$ cat src/rtl/core/etbc_pkg.sv
// Shared widths, register codes and stage types of the burst capture core.
package etbc_pkg;

	localparam int SAMPLE_W   = 16;
	localparam int ENERGY_W   = 32;
	localparam int FACTOR_W   = 8;
	localparam int PLEN_W     = 13;
	localparam int CFG_DATA_W = 13;
	localparam int CFG_IDX_W  = 1;

	localparam logic [FACTOR_W-1:0] FACTOR_RESET = 8'd10;
	localparam logic [PLEN_W-1:0]   PLEN_RESET   = 13'd256;

	// Configuration register indexes
	typedef enum logic [CFG_IDX_W-1:0] {
		REG_TRIGGER_FACTOR = 1'b0,
		REG_PACKET_LENGTH  = 1'b1
	} cfg_reg_t;

	// One request as it leaves the energy stage
	typedef struct packed {
		logic                       valid;
		logic signed [SAMPLE_W-1:0] i;
		logic signed [SAMPLE_W-1:0] q;
		logic [ENERGY_W-1:0]        energy;
		logic [ENERGY_W-1:0]        old;
		logic                       warm;
	} s2_item_t;

endpackage

$ cat src/rtl/core/etbc_energy.sv
// Input register, sample energy and the energy history delay line.
module etbc_energy import etbc_pkg::*; #(
	parameter int HISTORY_LEN = 64
) (
	input  logic                       clk,
	input  logic                       arst_n,
	input  logic                       in_valid,
	output logic                       in_stall,
	input  logic signed [SAMPLE_W-1:0] sample_i,
	input  logic signed [SAMPLE_W-1:0] sample_q,
	input  logic                       s2_done,
	output s2_item_t                   s2
);

	localparam int PTR_W  = (HISTORY_LEN > 1) ? $clog2(HISTORY_LEN) : 1;
	localparam int FILL_W = $clog2(HISTORY_LEN + 1);

	logic                       v1_s1;
	logic signed [SAMPLE_W-1:0] i_s1, q_s1;
	logic                       v2_s2;
	logic signed [SAMPLE_W-1:0] i_s2, q_s2;
	logic [ENERGY_W-1:0]        energy_s2, old_s2;
	logic                       warm_s2;
	logic [PTR_W-1:0]           ptr_q;
	logic [FILL_W-1:0]          fill_q;
	logic [ENERGY_W-1:0]        hist_mem [HISTORY_LEN];

	logic                       en2, en1, adv1;
	logic signed [2*SAMPLE_W-1:0] pi, pq;
	logic [ENERGY_W-1:0]        energy;
	logic                       full;

	// Stage enables: a stage loads when empty or when its request moves on
	assign en2      = !v2_s2 || s2_done;
	assign en1      = !v1_s1 || en2;
	assign adv1     = v1_s1 && en2;
	assign in_stall = !en1;

	// Energy of the registered sample
	assign pi     = i_s1 * i_s1;
	assign pq     = q_s1 * q_s1;
	assign energy = ENERGY_W'(pi) + ENERGY_W'(pq);
	assign full   = (fill_q == FILL_W'(HISTORY_LEN));

	// Valid bits, write position and fill count
	always_ff @(posedge clk or negedge arst_n) begin
		if (!arst_n) begin
			v1_s1  <= 1'b0;
			v2_s2  <= 1'b0;
			ptr_q  <= '0;
			fill_q <= '0;
		end else begin
			if (en1) v1_s1 <= in_valid;
			if (en2) v2_s2 <= v1_s1;
			if (adv1) begin
				if (ptr_q == PTR_W'(HISTORY_LEN - 1)) ptr_q <= '0;
				else ptr_q <= ptr_q + PTR_W'(1);
				if (!full) fill_q <= fill_q + FILL_W'(1);
			end
		end
	end

	// Payload registers
	always_ff @(posedge clk) begin
		if (en1 && in_valid) begin
			i_s1 <= sample_i;
			q_s1 <= sample_q;
		end
		if (adv1) begin
			i_s2      <= i_s1;
			q_s2      <= q_s1;
			energy_s2 <= energy;
			warm_s2   <= full;
		end
	end

	// History memory: read the leaving entry, then overwrite it
	always_ff @(posedge clk) begin
		if (adv1) begin
			old_s2          <= hist_mem[ptr_q];
			hist_mem[ptr_q] <= energy;
		end
	end

	// Entries not yet written count as zero
	always_comb begin
		s2.valid  = v2_s2;
		s2.i      = i_s2;
		s2.q      = q_s2;
		s2.energy = energy_s2;
		s2.old    = warm_s2 ? old_s2 : '0;
		s2.warm   = warm_s2;
	end

endmodule

$ cat src/rtl/core/etbc_detect.sv
// Running energy sum, trigger test, capture control and result register.
module etbc_detect import etbc_pkg::*; #(
	parameter int HISTORY_LEN = 64
) (
	input  logic                       clk,
	input  logic                       arst_n,
	input  logic                       cfg_we,
	input  logic [CFG_IDX_W-1:0]       cfg_index,
	input  logic [CFG_DATA_W-1:0]      cfg_data,
	input  s2_item_t                   s2,
	output logic                       s2_done,
	output logic                       out_valid,
	input  logic                       out_stall,
	output logic signed [SAMPLE_W-1:0] out_i,
	output logic signed [SAMPLE_W-1:0] out_q,
	output logic                       packet_end
);

	localparam int SUM_W = ENERGY_W + $clog2(HISTORY_LEN);
	localparam int CMP_W = FACTOR_W + SUM_W;

	logic [FACTOR_W-1:0]        factor_q;
	logic [PLEN_W-1:0]          plen_q;
	logic [SUM_W-1:0]           sum_q;
	logic                       capturing_q;
	logic [PLEN_W-1:0]          count_q;
	logic                       out_valid_q, out_end_q;
	logic signed [SAMPLE_W-1:0] out_i_q, out_q_q;

	logic [CMP_W-1:0]  lhs, rhs;
	logic              trig, cap_now, res, o_adv;
	logic [PLEN_W-1:0] cnt, cnt_inc;

	// Configuration writes
	always_ff @(posedge clk or negedge arst_n) begin
		if (!arst_n) begin
			factor_q <= FACTOR_RESET;
			plen_q   <= PLEN_RESET;
		end else if (cfg_we) begin
			unique case (cfg_reg_t'(cfg_index))
				REG_TRIGGER_FACTOR: factor_q <= cfg_data[FACTOR_W-1:0];
				REG_PACKET_LENGTH:  plen_q   <= cfg_data[PLEN_W-1:0];
			endcase
		end
	end

	// Trigger test against the history before this sample
	assign lhs     = CMP_W'(s2.energy) * CMP_W'(HISTORY_LEN);
	assign rhs     = CMP_W'(factor_q) * CMP_W'(sum_q);
	assign trig    = s2.valid && s2.warm && !capturing_q && (lhs > rhs);
	assign cap_now = capturing_q || trig;
	assign cnt     = trig ? '0 : count_q;
	assign cnt_inc = cnt + PLEN_W'(1);
	assign res     = cap_now && (cnt < plen_q);

	// Handshake: result register frees up when empty or taken
	assign o_adv   = !out_valid_q || !out_stall;
	assign s2_done = s2.valid && (!res || o_adv);

	// Sum and capture state
	always_ff @(posedge clk or negedge arst_n) begin
		if (!arst_n) begin
			sum_q       <= '0;
			capturing_q <= 1'b0;
			count_q     <= '0;
			out_valid_q <= 1'b0;
		end else begin
			if (s2_done) begin
				sum_q <= sum_q - SUM_W'(s2.old) + SUM_W'(s2.energy);
				if (cap_now) begin
					if (res) begin
						capturing_q <= 1'b1;
						count_q     <= cnt_inc;
					end else begin
						capturing_q <= 1'b0;
						count_q     <= '0;
					end
				end
			end
			if (o_adv) out_valid_q <= s2.valid && res;
		end
	end

	// Result payload
	always_ff @(posedge clk) begin
		if (o_adv && s2.valid && res) begin
			out_i_q   <= s2.i;
			out_q_q   <= s2.q;
			out_end_q <= (cnt_inc == plen_q);
		end
	end

	assign out_valid  = out_valid_q;
	assign out_i      = out_i_q;
	assign out_q      = out_q_q;
	assign packet_end = out_end_q;

	// Checks
	a_idle_count_zero: assert property (@(posedge clk) disable iff (!arst_n)
		!capturing_q |-> count_q == '0)
		else $error("capture count nonzero while idle");

	a_result_held: assert property (@(posedge clk) disable iff (!arst_n)
		(s2_done && res) |=> out_valid_q)
		else $error("captured sample not presented");

	a_end_at_length: assert property (@(posedge clk) disable iff (!arst_n)
		(s2_done && res && cnt_inc == plen_q) |=> (out_end_q && count_q == $past(plen_q)))
		else $error("packet end does not match packet length");

endmodule

$ cat src/rtl/core/energy_triggered_burst_capture_core.sv
// Top level of the energy-triggered burst capture core.
// Accepts one I/Q sample per clock unless stalled and returns each captured sample through
// the input, energy and result registers; the running-sum and trigger loop sets this rate.
// A sample triggers once HISTORY_LEN samples have passed, when its energy times HISTORY_LEN
// exceeds trigger_factor times the sum of the previous HISTORY_LEN energies; packet_length
// samples are then passed with packet_end on the last, and the following sample is swallowed.
// The history is a HISTORY_LEN x 32-bit memory with no clearing pass: a fill count treats
// unwritten entries as zero, so the block is ready straight from reset.
module energy_triggered_burst_capture_core import etbc_pkg::*; #(
	parameter int HISTORY_LEN = 64
) (
	input  logic                       clk,
	input  logic                       arst_n,
	input  logic                       cfg_we,
	input  logic [CFG_IDX_W-1:0]       cfg_index,
	input  logic [CFG_DATA_W-1:0]      cfg_data,
	input  logic                       in_valid,
	output logic                       in_stall,
	input  logic signed [SAMPLE_W-1:0] sample_i,
	input  logic signed [SAMPLE_W-1:0] sample_q,
	output logic                       out_valid,
	input  logic                       out_stall,
	output logic signed [SAMPLE_W-1:0] out_i,
	output logic signed [SAMPLE_W-1:0] out_q,
	output logic                       packet_end
);

	s2_item_t s2;
	logic     s2_done;

	// Energy and history stage
	etbc_energy #(
		.HISTORY_LEN(HISTORY_LEN)
	) u_energy (
		.clk      (clk),
		.arst_n   (arst_n),
		.in_valid (in_valid),
		.in_stall (in_stall),
		.sample_i (sample_i),
		.sample_q (sample_q),
		.s2_done  (s2_done),
		.s2       (s2)
	);

	// Detection and capture stage
	etbc_detect #(
		.HISTORY_LEN(HISTORY_LEN)
	) u_detect (
		.clk        (clk),
		.arst_n     (arst_n),
		.cfg_we     (cfg_we),
		.cfg_index  (cfg_index),
		.cfg_data   (cfg_data),
		.s2         (s2),
		.s2_done    (s2_done),
		.out_valid  (out_valid),
		.out_stall  (out_stall),
		.out_i      (out_i),
		.out_q      (out_q),
		.packet_end (packet_end)
	);

endmodule

$ cat config.mk
export PLATFORM = sky130hd
export DESIGN_NAME = energy_triggered_burst_capture_core
export DESIGN_NICKNAME = d
export VERILOG_FILES = /design/src/rtl/core/etbc_pkg.sv /design/src/rtl/core/etbc_energy.sv /design/src/rtl/core/etbc_detect.sv /design/src/rtl/core/energy_triggered_burst_capture_core.sv
export SDC_FILE = /design/constraint.sdc
export NUM_CORES = 2
export LEC_CHECK = 0
export BUFFER_PORTS_ARGS = -buffer_cell sky130_fd_sc_hd__buf_2
export CORE_ASPECT_RATIO = 1.4
export CORE_MARGIN = 5
export CORE_UTILIZATION = 38
export DETAILED_ROUTE_END_ITERATION = 10
export PLACE_DENSITY = 0.52
export SLEW_MARGIN = 20
export SYNTH_ARGS = -nofsm -noshare
export SYNTH_HDL_FRONTEND = slang
export SYNTH_SLANG_ARGS = --single-unit
$ cat constraint.sdc
create_clock -name clk -period 10.35 [get_ports clk]
set_input_delay 1.035 -clock clk [delete_from_list [all_inputs] [get_ports clk]]
set_output_delay 1.035 -clock clk [all_outputs]
set_load 0.01 [all_outputs]
Yosys cells after proc, flatten, opt, wreduce, memory -nomap -nowiden
Memories as Yosys holds them, arrays and structs flattened. A register that Yosys moved wholly into a read port is not among the register bits.
Index checks and enable logic that the tools add are counted.
{ "classes": {"add_sub_neg": 6, "n_mul": 3, "magnitude_cmp": 2, "n_eq_ne": 3, "n_mux": 7, "bitwise_logic": 2, "n_reduce_logical": 26} }
{ "ops": {"columns": ["op", "n"], "rows": [
  ["multiplier 16 x 16 -> 32 bit", 2],
  ["> comparator 38 x 46 -> 1 bit", 1],
  ["multiplier 8 x 38 -> 46 bit", 1],
  ["adder 38 x 32 -> 38 bit", 1],
  ["subtractor 38 x 32 -> 38 bit", 1],
  ["adder 32 bit", 1],
  ["2-to-1 mux 32 bit", 1],
  ["2-to-1 mux 13 bit", 2],
  ["adder 13 x 1 -> 13 bit, second input constant", 1],
  ["== test 13 bit", 1],
  ["less-than comparator 13 bit", 1],
  ["logical AND 1 bit", 10],
  ["AND reduction 2 bit", 4],
  ["adder 7 x 1 -> 7 bit, second input constant", 1],
  ["== test 7 bit, second input constant", 1],
  ["logical NOT 1 bit", 7],
  ["adder 6 x 1 -> 6 bit, second input constant", 1],
  ["== test 6 bit, second input constant", 1],
  ["2-to-1 mux 6 bit", 1],
  ["logical OR 1 bit", 5],
  ["2-to-1 mux 1 bit", 3],
  ["NOT 1 bit", 2]
]} }
{ "word_totals": {"regBits": 219, "ram_bits": 2048, "input_bits": 51, "out_inout_bits": 35, "elab_cells": 69, "mem_count": 1} }
{ "memory_table": {"columns": ["name", "words", "width", "rd", "rd_clocked_by_memory_dff", "write_ports", "line_no", "source"], "rows": [
  ["u_energy.hist_mem", 64, 32, 1, 1, 1, "etbc_energy.sv:26", "logic [ENERGY_W-1:0] hist_mem [HISTORY_LEN];"]
]} }

Longest topological paths before layout
{ "logic_depth": {"depth_word": 13, "mapped_depth": 49, "ltp_nobuf": 45} }

Modules after synthesis
From an unflattened synthesis, not the netlist that was laid out.
{ "unflattened": {"cells_unflattened": 8371, "area_unflattened_um2": 119255.6} }
{ "modules_own_cells": {"columns": ["module", "n_inst", "cells_each", "area_per_inst_um2", "seq_area_each_um2"], "rows": [
  ["etbc_energy", 1, 6299, 101204.6, 65748.1],
  ["etbc_detect", 1, 2072, 18051.1, 2846.5]
]} }

Worst setup path before layout
Ideal clock, no wire load.
{ "synth_path": {"kind": "register to register", "start": "register u_detect.factor_q[5]", "end": "memory u_energy.hist_mem[35][0], enable pin", "setup_ps": 461, "arrival_time_ps": 10895, "t_required_ps": 9889, "slack_ps": -1006, "path_stages_with_launch": 50, "path_buffers": 6, "period_less_slack_ps": 11356, "path_cell_list": "dfrtp_1 > clkbuf_1 > clkbuf_1 > nand2_1 > fa_1 > fa_1 > inv_1 > fa_1 > inv_1 > fa_1 > inv_1 > ha_1 > o21a_1 > o21ai_1 > o211ai_1 > and2_1 > nand2_1 > nand2_1 > [... 14 more ...] > nor2_4 > buf_4 > buf_2 > nor2b_1 > ha_1 > nor2b_1 > o21ai_0 > nand2b_1 > a21oi_1 > o21ai_0 > a21oi_1 > o21a_1 > o21a_1 > nand2_1 > o31ai_4 > buf_2 > buf_2 > nor3_1"} }
{ "synth_between": {"elab_chain_len": 13, "elab_cells_between_ends": 14, "cone_classes": "mul: 1; order compare: 2; mux: 3; reduce/logical: 8"} }
{ "synth_lines": {"columns": ["element", "line_no", "source"], "rows": [
  ["from (decl)", "etbc_detect.sv:22", "logic [FACTOR_W-1:0] factor_q;"],
  ["from (signal assigned)", "etbc_detect.sv:41", "REG_TRIGGER_FACTOR: factor_q <= cfg_data[FACTOR_W-1:0];"],
  ["multiplier 8 x 38 -> 46 bit (*)", "etbc_detect.sv:49", "assign rhs = CMP_W'(factor_q) * CMP_W'(sum_q);"],
  ["> comparator 38 x 46 -> 1 bit (*)", "etbc_detect.sv:50", "assign trig = s2.valid && s2.warm && !capturing_q && (lhs > rhs);"],
  ["logical AND 1 bit (*)", "etbc_detect.sv:50", null],
  ["2-to-1 mux 13 bit", "etbc_detect.sv:52", "assign cnt = trig ? '0 : count_q;"],
  ["less-than comparator 13 bit", "etbc_detect.sv:54", "assign res = cap_now && (cnt < plen_q);"],
  ["logical AND 1 bit (*)", "etbc_detect.sv:54", null],
  ["logical NOT 1 bit (*)", "etbc_detect.sv:58", "assign s2_done = s2.valid && (!res || o_adv);"],
  ["logical OR 1 bit (*)", "etbc_detect.sv:58", null],
  ["logical AND 1 bit (*)", "etbc_detect.sv:58", null],
  ["logical OR 1 bit (*)", "etbc_energy.sv:34", "assign en2 = !v2_s2 || s2_done;"],
  ["logical AND 1 bit (*)", "etbc_energy.sv:36", "assign adv1 = v1_s1 && en2;"],
  ["2-to-1 mux 1 bit (*)", "etbc_energy.sv:79", "if (adv1) begin"],
  ["2-to-1 mux 1 bit (implied by the code) (*)", "etbc_energy.sv:81", "hist_mem[ptr_q] <= energy;"],
  ["to (decl)", "etbc_energy.sv:26", null]
]} }
Mark *: on every way between the ends. The rest lies on a longest branch, timed or not.

Worst setup path after layout
{ "layout_path": {"start": "register u_detect.factor_q[3]", "end": "output in_stall"} }
{ "layout_between": {"elab_chain_len": 12, "elab_cells_between_ends": 13, "cone_classes": "mul: 1; order compare: 2; mux: 1; reduce/logical: 9"} }
{ "layout_lines": {"columns": ["element", "line_no", "source"], "rows": [
  ["multiplier 8 x 38 -> 46 bit (*)", "etbc_detect.sv:49", null],
  ["> comparator 38 x 46 -> 1 bit (*)", "etbc_detect.sv:50", null],
  ["logical AND 1 bit (*)", "etbc_detect.sv:50", null],
  ["2-to-1 mux 13 bit", "etbc_detect.sv:52", null],
  ["less-than comparator 13 bit", "etbc_detect.sv:54", null],
  ["logical AND 1 bit (*)", "etbc_detect.sv:54", null],
  ["logical NOT 1 bit (*)", "etbc_detect.sv:58", null],
  ["logical OR 1 bit (*)", "etbc_detect.sv:58", null],
  ["logical AND 1 bit (*)", "etbc_detect.sv:58", null],
  ["logical OR 1 bit (*)", "etbc_energy.sv:34", null],
  ["logical OR 1 bit (*)", "etbc_energy.sv:35", "assign en1 = !v1_s1 || en2;"],
  ["logical NOT 1 bit (*)", "etbc_energy.sv:37", "assign in_stall = !en1;"],
  ["to (decl)", "energy_triggered_burst_capture_core.sv:18", "output logic in_stall,"]
]} }
Marked as above.

==> impl_metrics.ini <==
[detailed_routing]
drt_iter0_drc = 6431
drc = 0
via_per_inst = 5.557
firstDrtPassIters = 6
postRouteAntennaNets = 0
detail_route.wirelength_um = 356300
wl_per_cell_um = 28.68
vias = 69046

[timing]
setup_viol = 1
finClkSkew_ps = 64.86
timing_hold_violations_final = 0
tns_ps = -223.3
finalCritPeriodShare = 1.022
worst_pin_slew_ps = 1225
max_clock_freq_mhz = 94.58
slew_headroom = 0.1761
min_period_ps = 10570
fin_ws_ps = -223.3
finalMaxSlewViolations = 0
rsz0062_at_grt = true

[worst_setup_path]
crit_buf_inv = 4
endpoint_kind = output port
startpoint = u_detect.factor_q[3]
critPathArrivalTime_ps = 9540
cpMaxStageDelayCell = dfstp_2
critPathRequiredTime_ps = 9320
crit_fanout = 6
cp-endpoint = in_stall
crit_cells = 44
r2r_cells = 46
critPathKind = reg -> out
r2r_start = u_detect.factor_q[3]
critPathTopFamily = adder cells
reg2reg_slack_ps = 580
slowest_delay_ps = 570
crit_path_start_kind = flip-flop
timing.rr.end = u_energy.hist_mem[29][21]

[floorplan]
dieArea_mm2 = 0.3101
core_region_area_mm2 = 0.2977
ios = 86
die_h_um = 656.9
initial_utilization = 0.3815
fp.dieW_um = 472.1
num_rows = 237

[clocking]
clk_latency_ps = 900
h-tree-depth = 4
root_buffer = clkbuf_16
cts_buffers = 224
clk_pin_slew_ps = 60
cts_tree = done
clockBufferDepth = 4
cts.sinks = 2299

[synthesis]
yosysSeqAreaShare = 0.6039
synth_cell_types = 91
synth_top_area_frac = 0.5842
synth_edf_count = 2210
postSynthAreaPerCell_um2 = 14.46
synth_ff_type = edfxtp_1
syn_area_mm2 = 0.1136
ys_top_cells_by_area = edfxtp_1 58%, fa_1 14%, a22oi_1 4.5%
synth_cells = 7853
synth_commonest_cells = 2210 x edfxtp_1, 962 x inv_1, 771 x fa_1
yosysMostFrequentCell = edfxtp_1
synthArstFlopShare = 0.03871
yosysWarnings = 0
syn_nets = 8974
synth-seq-cells = 2299
synth_top_cell_by_area = edfxtp_1

[layout]
fillers = 26539
design_area_mm2 = 0.1323
fin_cells = 12424
final_nets = 9403
drive_above_1_share = 0.1382
area_growth_pct = 16.50

[place]
io_buffers = 85
dp_slack_ps = 147.3
dp_hpwl_um = 238000
gp_congestion = 0.8929
dpl-instance-area_mm2 = 0.1244
place_inst = 11979

[global_routing]
use_met3 = 0.02691
busiest_layer = met2
grt_max_degree = 108
use_met2 = 0.4062
grt_pass1_wl_um = 516700
use_met1 = 0.2747
track_usage = 0.2267
antenna_found_initial = 16
gr-total-overflow = 0
grt_pass1_vias = 73466

[run_status]
status = finished with violations
violations = setup timing

[job]
maxCapViolCount = 0

[min_path]
min_path_type = in -> async
## worst reg2reg max path, delay by kind of cell (launching register included)
family / cells / cell delay [ps]
AND/OR/NAND/NOR: 17 / 3060
adder cells (fa/ha/maj): 7 / 2750
AO/OA/AOI/OAI: 15 / 2110
buffers and inverters: 6 / 840
flip-flops: 1 / 570
XOR/XNOR: 1 / 140
## worst min path at each step
stage                      start                  end  slack (ps)  depth (start not counted)
2_1_floorplan   u_energy.i_s2[0]    u_detect.out_i[0]         400                          0
3_3_place_gp   u_energy.q_s2[14]   u_detect.out_q[14]         400                          0
3_5_place_dp    u_energy.q_s2[3]    u_detect.out_q[3]         400                          0
4_1_cts                   arst_n   u_detect.plen_q[9]         110                          1
5_1_grt                   arst_n  u_detect.plen_q[10]         160                          1
6_report                  arst_n  u_detect.plen_q[10]         150                          1
## cells by family after synthesis
logic type / share of synthesized area
buf+inv: 0.04544
xor+xnor: 0.01157
flops: 0.6039
fa+ha+maj: 0.1688
simple gates: 0.05624
other cells: 0.00003301
mux: 0.002809
compound gates: 0.1112
## flip-flops by register name, indices dropped and copies added (netlist names)
signal                cells
u_energy.hist_mem      2048
u_energy.q_s2            16
u_detect.out_valid        1
u_detect.sum_q           38
u_energy.i_s1            16
u_energy.ptr_q            6
u_energy.v2_s2            1
u_energy.v1_s1            1
u_detect.count_q         13
u_energy.energy_s2       32
u_energy.old_s2          32
u_energy.i_s2            16
u_detect.out_i           16
u_detect.factor_q         8
u_detect.capturing_q      1
u_detect.packet_end       1
u_energy.q_s1            16
u_detect.out_q           16
u_energy.fill_q           7
u_energy.warm_s2          1
u_detect.plen_q          13
## repair_timing
action,in CTS,in global routing
hold endpoints to repair,0,0
resized for setup,56,20
setup buffers,10,10
setup endpoints to repair,1,44
pin swaps,45,34
hold buffers,0,0
## routing by layer
metal  share of wire  up-vias  wire [µm]
li1                -    29789          -
met4           0.052        6      18400
met3           0.053      585      19030
met1            0.38    36299     135100
met2            0.52     2367     183800
met5        0.000098        -         35
## placed cells by master (no fill, tap or decap), types with 34 or more instances in the layout
| master | netlist | routed |
|---|---|---|
| a21o_1 | 48 | 48 |
| a21oi_1 | 162 | 153 |
| a221oi_1 | 178 | 178 |
| a22o_1 | 176 | 176 |
| a22oi_1 | 680 | 680 |
| a31oi_1 | 190 | 181 |
| a41oi_1 | 40 | 39 |
| and2_1 | 352 | 350 |
| buf_12 | 0 | 172 |
| buf_2 | 18 | 83 |
| buf_4 | 1 | 343 |
| clkbuf_1 | 320 | 39 |
| clkbuf_16 | 0 | 226 |
| clkinv_1 | 2 | 57 |
| dfrtp_1 | 86 | 85 |
| edfxtp_1 | 2210 | 2210 |
| fa_1 | 771 | 766 |
| ha_1 | 299 | 285 |
| inv_1 | 962 | 958 |
| nand2_1 | 355 | 351 |
| nand3_1 | 48 | 46 |
| nand4_1 | 71 | 71 |
| nor2_1 | 117 | 110 |
| nor3_4 | 0 | 59 |
| nor4_1 | 44 | 34 |
| o21ai_0 | 106 | 98 |
| xnor2_1 | 92 | 74 |
| xor2_1 | 58 | 53 |
## metrics by stage
step | hold WS (ps) | utilization
final | 153.9 | 0.4445
after global routing | 162.3 | 0.4444
after CTS | 106.5 | 0.4438
after detailed placement | 404.5 | 0.4179
after global placement | 401.4 | 0.4179
after floorplan | 400.3 | -
## area by class of cell
| type | count | area (µm²) | share of cell area |
|---|---|---|---|
| antenna | 16 | 40.04 | 0.0003026 |
| clock buffer | 269 | 5857 | 0.04426 |
| clock inverter | 140 | 1491 | 0.01127 |
| inverter | 964 | 3621 | 0.02736 |
| multi-input combinational | 4188 | 41280 | 0.3119 |
| sequential | 2299 | 68600 | 0.5184 |
| tap | 3943 | 4933 | 0.03728 |
| timing repair buffer | 605 | 6516 | 0.04924 |
Power is left out: the tool's default activity adds up to more than one toggle a clock period on the data nets, which glitch-free logic cannot reach.
